## config.mk

```make
export PLATFORM = sky130hd
export DESIGN_NAME = mhds_ctrl
export DESIGN_NICKNAME = d
export VERILOG_FILES = /design/src/hdl/mhds_pkg.sv /design/src/hdl/mhds_ctrl.sv
export SDC_FILE = /design/constraint.sdc
export NUM_CORES = 1
export LEC_CHECK = 0
export ABC_AREA = 1
export BUFFER_PORTS_ARGS = -buffer_cell sky130_fd_sc_hd__buf_2
export CAP_MARGIN = 15
export CORE_MARGIN = 2
export CORE_UTILIZATION = 58
export DETAILED_ROUTE_END_ITERATION = 8
export PLACE_DENSITY_LB_ADDON = 0.05
export SKIP_LAST_GASP = 1
export SLEW_MARGIN = 20
export SYNTH_ARGS = -nofsm -noshare
export SYNTH_HDL_FRONTEND = slang
export SYNTH_SLANG_ARGS = --single-unit
```

## constraint.sdc

```tcl
create_clock -name clk -period 3.1 [get_ports clk]
set_clock_uncertainty 0.05 [all_clocks]
set_input_delay 0.775 -clock clk [delete_from_list [all_inputs] [get_ports clk]]
set_output_delay 0.775 -clock clk [all_outputs]
set_load 0.02 [all_outputs]
```

## src/hdl/mhds_pkg.sv

```systemverilog
// Package: constants, types and helpers for the descriptor medoid selector
package mhds_pkg;
    localparam int MaxDesc = 64;
    localparam int IdxW = $clog2(MaxDesc);
    localparam int CntW = $clog2(MaxDesc + 1);
    localparam int DistW = 9;
    localparam int DescW = 256;
    localparam int TabDepth = MaxDesc * MaxDesc;
    localparam int TabAw = $clog2(TabDepth);

    // store read address select
    localparam logic [1:0] RdI = 2'd0;
    localparam logic [1:0] RdJ = 2'd1;
    localparam logic [1:0] RdBest = 2'd2;

    typedef enum logic [3:0] {
        ST_LOAD,
        ST_DIST_RD,
        ST_DIST_WAIT,
        ST_DIST_CALC,
        ST_MED_INIT,
        ST_MED_RD,
        ST_MED_ACC,
        ST_MED_NEXT,
        ST_OUT_RD,
        ST_OUT_WAIT,
        ST_OUT
    } state_t;

    typedef struct packed {
        logic load;        // store input item
        logic clr_set;     // start a new set
        logic ld_a;        // latch descriptor a from store read
        logic dist_wr;     // write distance pair
        logic med_clr;     // clear row median
        logic cand_ld;     // latch candidate, clear rank counters
        logic med_acc;     // accumulate one comparison
        logic med_eval;    // evaluate row candidate
        logic best_clr;
        logic best_upd;    // fold finished row into best
        logic out_capture;
    } ctrl_t;

    function automatic logic [DistW-1:0] popcnt64(input logic [63:0] v);
        logic [DistW-1:0] c;
        c = '0;
        for (int k = 0; k < 64; k++)
            c = c + DistW'(v[k]);
        return c;
    endfunction
endpackage

```

## src/hdl/mhds_ctrl.sv

```systemverilog
// Controller: sequences load, distance fill, median search and output
module mhds_ctrl (
    input  logic                      clk,
    input  logic                      rst_n,
    input  logic                      in_valid,
    input  logic                      in_last,
    output logic                      in_ready,
    output logic                      out_valid,
    input  logic                      out_ready,
    input  logic [mhds_pkg::CntW-1:0] count,
    input  logic                      full,
    output mhds_pkg::ctrl_t           ctrl,
    output logic [mhds_pkg::IdxW-1:0] idx_i,
    output logic [mhds_pkg::IdxW-1:0] idx_j,
    output logic [mhds_pkg::IdxW-1:0] idx_k,
    output logic [1:0]                rsel
);
    import mhds_pkg::*;

    state_t state_reg, state_next;
    logic [IdxW-1:0] i_reg, i_next, j_reg, j_next, k_reg, k_next, c_reg, c_next;
    logic [IdxW-1:0] last_idx;
    logic [IdxW-1:0] n_idx;
    logic            hs;

    assign last_idx = IdxW'(count - CntW'(1));
    assign n_idx = IdxW'(count);
    assign hs = in_valid && in_ready;
    assign idx_i = i_reg;
    assign idx_j = j_reg;
    assign idx_k = k_reg;

    // Median search per row i: for each candidate c, ST_MED_INIT addresses
    // row[i][c], ST_MED_RD latches it, ST_MED_ACC streams the row one entry
    // a cycle (read runs one address ahead of the compare).
    always_comb
    begin
        state_next = state_reg;
        i_next = i_reg;
        j_next = j_reg;
        k_next = k_reg;
        c_next = c_reg;
        case (state_reg)
            ST_LOAD:
                if (hs && in_last)
                begin
                    i_next = '0;
                    j_next = IdxW'(1);
                    c_next = '0;
                    k_next = '0;
                    // a set of one has no pairs
                    state_next = (count == '0) ? ST_MED_INIT : ST_DIST_RD;
                end
            ST_DIST_RD:
                state_next = ST_DIST_WAIT;
            ST_DIST_WAIT:
                state_next = ST_DIST_CALC;
            ST_DIST_CALC:
            begin
                state_next = ST_DIST_RD;
                if (j_reg == last_idx)
                begin
                    if (i_reg + IdxW'(1) == last_idx)
                    begin
                        i_next = '0;
                        state_next = ST_MED_INIT;
                    end
                    else
                    begin
                        i_next = i_reg + IdxW'(1);
                        j_next = i_reg + IdxW'(2);
                    end
                end
                else
                    j_next = j_reg + IdxW'(1);
                c_next = '0;
                k_next = '0;
            end
            ST_MED_INIT:
            begin
                k_next = '0;
                state_next = ST_MED_RD;
            end
            ST_MED_RD:
            begin
                k_next = IdxW'(1);
                state_next = ST_MED_ACC;
            end
            ST_MED_ACC:
            begin
                k_next = k_reg + IdxW'(1);
                if (k_reg == n_idx)
                    state_next = ST_MED_NEXT;
            end
            ST_MED_NEXT:
            begin
                if (c_reg == last_idx)
                begin
                    c_next = '0;
                    k_next = '0;
                    if (i_reg == last_idx)
                        state_next = ST_OUT_RD;
                    else
                    begin
                        i_next = i_reg + IdxW'(1);
                        state_next = ST_MED_INIT;
                    end
                end
                else
                begin
                    c_next = c_reg + IdxW'(1);
                    k_next = c_reg + IdxW'(1);
                    state_next = ST_MED_INIT;
                end
            end
            ST_OUT_RD:
                state_next = ST_OUT_WAIT;
            ST_OUT_WAIT:
                state_next = ST_OUT;
            ST_OUT:
                if (out_ready)
                    state_next = ST_LOAD;
            default:
                state_next = ST_LOAD;
        endcase
    end

    always_comb
    begin
        ctrl = '0;
        in_ready = 1'b0;
        out_valid = 1'b0;
        rsel = RdI;
        case (state_reg)
            ST_LOAD:
            begin
                in_ready = 1'b1;
                ctrl.load = hs;
                ctrl.best_clr = 1'b1;
            end
            ST_DIST_RD:
                rsel = RdI;
            ST_DIST_WAIT:
            begin
                rsel = RdJ;
                ctrl.ld_a = 1'b1;
            end
            ST_DIST_CALC:
            begin
                rsel = RdJ;
                ctrl.dist_wr = 1'b1;
            end
            ST_MED_INIT:
                ctrl.med_clr = (c_reg == '0);
            ST_MED_RD:
                ctrl.cand_ld = 1'b1;
            ST_MED_ACC:
                ctrl.med_acc = 1'b1;
            ST_MED_NEXT:
            begin
                ctrl.med_eval = 1'b1;
                ctrl.best_upd = (c_reg == last_idx);
            end
            ST_OUT_RD:
                rsel = RdBest;
            ST_OUT_WAIT:
            begin
                rsel = RdBest;
                ctrl.out_capture = 1'b1;
            end
            ST_OUT:
            begin
                out_valid = 1'b1;
                rsel = RdBest;
                ctrl.clr_set = out_ready;
            end
            default:
                ctrl = '0;
        endcase
    end

    always_ff @(posedge clk or negedge rst_n)
    begin
        if (!rst_n)
        begin
            state_reg <= ST_LOAD;
            i_reg <= '0;
            j_reg <= '0;
            k_reg <= '0;
            c_reg <= '0;
        end
        else
        begin
            state_reg <= state_next;
            i_reg <= i_next;
            j_reg <= j_next;
            k_reg <= k_next;
            c_reg <= c_next;
        end
    end
endmodule

```

==> results.cfg, run 1 <==
[status]
status = complete, no violations

[synth]
ys_warn_count = 0
synth-seq-cells = 28
syn_area_sq_mm = 0.00281
synth_xor_area_share_pct = 3.43
synthMuxAreaShare_pct = 0
syn_avg_cell_area_sq_um = 6.32
syn_nets = 466
synth_top_family_by_area = simple AND/OR/NAND/NOR gates
synthCells = 445
synth_adder_area_share_pct = 3.56
ys_seq_area_share_pct = 24.9
synthSimpleGateAreaFrac_pct = 50.0
synth_compound_gate_area_share_pct = 8.67
synthArstFlopShare_pct = 100
ys.flop_type = dfrtp_1
synth_enable_flop_cells = 0
ys_types = 32

[timing]
timing.setup.tns_ns = 0
relSlewSlack_pct = 56.0
worstMarginPinSlew_ns = 0.660
slew_violations = 0
fin_ws_ns = 0.152
period_share_pct = 95.1
holdWs_ns = 0.459
final.min_clock_period_ns = 2.95
hold_viol_final = 0
setup_viol = 0
fmax_ghz = 0.339

[worst_setup_path]
worstSetupPathType = primary input to output port
crit_fanout = 11
crit_arrival_ns = 2.12
start_kind = primary input
required_ns = 2.27
cp-end-kind = output port
r2r_slack_ns = 0.84

[detailed_routing]
top_layer = met4
wl_met1_um = 3630
wl_met3_um = 374
wirelength_um = 7430
vias_per_cell = 5.42
wl_per_cell_um = 13.5
dr.first_iter.drc_count = 209
dr.pass1.iters = 5
antenna_left = 0
wl_met2_um = 3370
drc = 0
num_vias = 2975

[cts]
clock_latency_ns = 0.28
hold_buffers = 0
clk_path_buf_depth = 2
clock_sink_count = 28
htreeDepth = 1
path_clk_slew_ns = 0.10
cts_tree = yes
cts_buffers = 3
cts_root_buf = clkbuf_8

[power]
power.density_mw_per_mm2 = 604
total_power_mw = 1.94
p_leak_nw = 1.75
max-vdd-ir-drop_mv = 0.873

[die]
io_pins = 46
coreArea_sq_mm = 0.00469
die_area_sq_mm = 0.00542
rows = 25
initial_core_util_pct = 59.9
die_x_um = 73.6
die_h_um = 73.6

[global_routing]
first_global_vias = 2622
grt_use_total_pct = 28.7
grt_remaining_overflow = 0
grt_pass1_wl_um = 12100
grt_max_degree = 29
antenna_found_initial = 0

[final_layout]
layout-drive-gt1-share_pct = 19.8
final_cells = 549
seq_area_sq_um = 701
nNetsFinal = 517
multiInputGateArea_sq_mm = 0.00186
area_delta_synth_final_pct = 14.2
diodes = 0
fillCellCount = 445

[worst_hold_path]
hold_path.class = primary input to asynchronous set/reset pin

[placement]
hpwl_um = 5960
place_ws_ns = 0.0479
placedCellCount = 545
port_buffers = 44
place.gp.congestion = 1.01

[flow_run]
maxCapViolations = 0
final cells by class:
type	instances	area share [%]
clock buffers	3	1.29
inverters	62	7.25
clock inverters	1	0.935
multi-input cells	349	57.9
flip-flops and latches	28	21.8
well taps	54	2.10
repair buffers	52	8.73
layer usage:
layer,vias up,global-route usage (%)
met2,86,46.1
met4,0,4.85
met3,6,2.88
met5,-,0
li1,1532,-
met1,1351,42.3
worst max-delay path, cell delays in order:
cell and delay (ns):
buf_2 0.12, inv_2 0.07, buf_4 0.19, nand3_1 0.11, nand2_1 0.12, nand2_2 0.11, nand2_1 0.10, nand2_1 0.05
nor2_1 0.08, nand2_1 0.07, nor2_1 0.13, buf_2 0.18
what timing repair did:
action,CTS,global route
buffers inserted,0,0
resized for setup,0,2
hold endpoints to repair,0,0
endpoints found under the setup margin,0,1
worst paths after layout:
path	startpoint	endpoint	cells past startpoint
setup / recovery	count[0]	ctrl[1]	12
hold / removal	rst_n	idx_k[4]$_DFFE_PN0P_	1
setup reg to reg	idx_i[2]$_DFFE_PN0P_	idx_j[4]$_DFFE_PN0P_	12
hold reg to reg	idx_i[5]$_DFFE_PN0P_	idx_i[5]$_DFFE_PN0P_	2
max in group asynchronous	rst_n	idx_i[1]$_DFFE_PN0P_	1
min in group clk	idx_i[5]$_DFFE_PN0P_	idx_i[5]$_DFFE_PN0P_	2
power by group:
part / internal [mW] / total (mW) / switching, mW
combinational: 0.354 / 1.13 / 0.778
sequential: 0.422 / 0.512 / 0.0907
clock: 0.173 / 0.296 / 0.123
cells by family after synthesis:
family,count (synthesis)
compound gates,42
flops,28
buf+inv,68
fa+ha+maj,8
xor+xnor,11
simple gates,288
cells in the mapped netlist (3+ instances only):
library cell  count  area (sq um)
o21ai_0          15          75.1
inv_2             6          22.5
nand2_2          12          75.1
xnor2_1           3          26.3
nor2_1           40           150
inv_1            56           210
nand2_4           5          56.3
nand3_2           4          40.0
dfrtp_1          28           701
nor3_1            5          25.0
nor2_2            3          18.8
nand4_1           9          56.3
nand2_1         135           507
nand3_1          64           320
o21ai_1           6          30.0
a21oi_1          12          60.1
xor2_1            8          70.1
o211ai_1          5          37.5
ha_1              8           100
nor2_4            5          56.3
metrics by stage:
step,instance area (sq um),utilization (%)
after floorplan,2810,-
after global placement,3130,66.7
after detailed placement,3130,66.7
after CTS,3200,68.2
after global routing,3210,68.5
final,3210,68.5
cell usage in the layout (no fill, tap or decap), types with 2 or more instances in the layout:
cell type / Yosys / final
a21oi_1: 12 / 12
clkbuf_8: 0 / 3
o211ai_1: 5 / 5
dfrtp_1: 28 / 28
nand2_4: 5 / 5
o21ai_1: 6 / 6
nand3_4: 2 / 2
nor2_4: 5 / 5
nor2_1: 40 / 40
xnor2_1: 3 / 3
o21ai_0: 15 / 15
buf_4: 2 / 8
inv_2: 6 / 6
buf_2: 1 / 44
nand3_2: 4 / 4
nand2_8: 2 / 2
nor3_1: 5 / 5
nand2_1: 135 / 135
nand4_1: 9 / 9
inv_1: 56 / 56
nor2_2: 3 / 3
nand2_2: 12 / 12
xor2_1: 8 / 8
ha_1: 8 / 7
nand3_1: 64 / 64
Power figures use the tool's default switching activity.
==> run 2: changes to the inputs <==
- PLACE_DENSITY: default -> 0.86
- PLACE_DENSITY_LB_ADDON: 0.05 -> default
==> run 2 against run 1 <==
  * Wire length is 3.6% higher
  * Critical endpoint unchanged
  * Setup slack got worse by 0.016 ns
  * Utilization did not move
  * Final cell count unchanged
  * Register-to-register slack hardly changed
  * Largest power group unchanged
  * Highest routed layer unchanged
  * Largest cell class unchanged
==> results.cfg, run 2 (same netlist as run 1, synthesis figures left out) <==
[final_layout]
nNetsFinal = 517
area_delta_synth_final_pct = 14.2
diodes = 0
final_area_sq_mm = 0.00321
most-common-layout-cells = 135 x nand2_1, 64 x nand3_1, 56 x inv_1
fillCellCount = 441
layout-drive-gt1-share_pct = 19.8
final_common_cell = nand2_1
seq_area_sq_um = 701
multiInputGateArea_sq_mm = 0.00186

[timing]
slew_violations = 0
relSlewSlack_pct = 55.9
hold_viol_final = 0
period_share_pct = 95.6
setup_viol = 0
worstMarginPinSlew_ns = 0.661
fmax_ghz = 0.337
final.min_clock_period_ns = 2.96
rsz0062_at_grt = false
timing.setup.tns_ns = 0

[worst_setup_path]
cp-end-kind = output port
start_kind = primary input
worstSetupPathType = primary input to output port
crit_fanout = 3
crit_arrival_ns = 2.14
required_ns = 2.27

[global_routing]
grt_remaining_overflow = 0
first_global_vias = 2823
antenna_found_initial = 0
grt_pass1_wl_um = 12600
grt_use_total_pct = 29.6
grt_max_degree = 29

[flow_run]
maxCapViolations = 0

[die]
die_h_um = 73.6
die_x_um = 73.6
die_area_sq_mm = 0.00542
coreArea_sq_mm = 0.00469
initial_core_util_pct = 59.9
io_pins = 46
rows = 25

[detailed_routing]
wirelength_um = 7700
drc = 0
vias_per_cell = 5.58
dr.first_iter.drc_count = 175
wl_per_cell_um = 14.0
dr.pass1.iters = 5
num_vias = 3064
antenna_left = 0

[power]
max-vdd-ir-drop_mv = 0.853
power.density_mw_per_mm2 = 613
p_leak_nw = 1.75

[placement]
hpwl_um = 6120
place_area_sq_mm = 0.00313
port_buffers = 44
place.gp.congestion = 0.953

[cts]
cts_root_buf = clkbuf_8
path_clk_slew_ns = 0.11
hold_buffers = 0
clock_latency_ns = 0.29
cts_buffers = 3
cts_tree = yes
clock_sink_count = 28
htreeDepth = 1
clk_path_buf_depth = 2

[worst_hold_path]
hold_path.class = primary input to asynchronous set/reset pin

[status]
status = complete, no violations
-- run 2: report_power, final --
part	internal [mW]	total, mW	switching [mW]
logic	0.363	1.15	0.791
clock network	0.173	0.301	0.128
registers	0.421	0.515	0.0932
-- run 2: repair_timing --
item / 4_1_cts / 5_1_grt
buffers inserted: 0 / 0
endpoints found under the setup margin: 0 / 1
gates resized for setup: 0 / 2
-- run 2: worst max-delay path: stages --
cell and delay (ns):
buf_2 0.09, inv_1 0.09, ha_4 0.30, inv_1 0.07, nand2_1 0.08, nand4_1 0.09, nor2_1 0.16, nand2_1 0.07
inv_1 0.05, nand2_1 0.07, nor2_1 0.12, buf_2 0.18
-- run 2: routing by layer --
| layer | routed length [um] | vias up | global-route usage [%] |
|---|---|---|---|
| met5 | 0 | - | 0 |
| li1 | - | 1538 | - |
| met4 | 89 | 0 | 6.46 |
| met3 | 399 | 10 | 3.57 |
| met1 | 3590 | 1420 | 40.5 |
| met2 | 3620 | 96 | 50.0 |
-- run 2: stage by stage --
stage	hold WS (ns)	util, %	total power, mW	setup WS [ns]	std cells
CTS	0.474	68.2	1.96	0.0442	549
global placement	0.506	66.7	1.62	0.0968	545
detailed placement	0.508	66.7	1.66	0.0513	545
floorplan	0.429	-	1.36	0.157	445
finish	0.450	68.5	1.97	0.136	549
global route	0.513	68.5	2.10	0.0246	549
-- run 2: path summary, 6_finish.rpt --
path                                        end  depth (start not counted)                  from  slack [ns]
max                                     ctrl[1]                         12              count[1]        0.14
min                        idx_k[4]$_DFFE_PN0P_                          1                 rst_n        0.45
max reg2reg                idx_j[5]$_DFFE_PN0P_                         13  idx_i[2]$_DFFE_PN0P_        0.83
min reg2reg                idx_i[5]$_DFFE_PN0P_                          2  idx_i[5]$_DFFE_PN0P_        0.53
max in group asynchronous  idx_i[5]$_DFFE_PN0P_                          1                 rst_n        2.11
min in group clk           idx_i[5]$_DFFE_PN0P_                          2  idx_i[5]$_DFFE_PN0P_        0.53
-- run 2: layout make-up --
cell class	count	area share (%)
clock inverter	1	0.935
clock buffer	3	1.29
sequential	28	21.8
multi-input combinational	349	57.9
timing repair buffer	52	8.73
tap	54	2.10
inverter	62	7.25
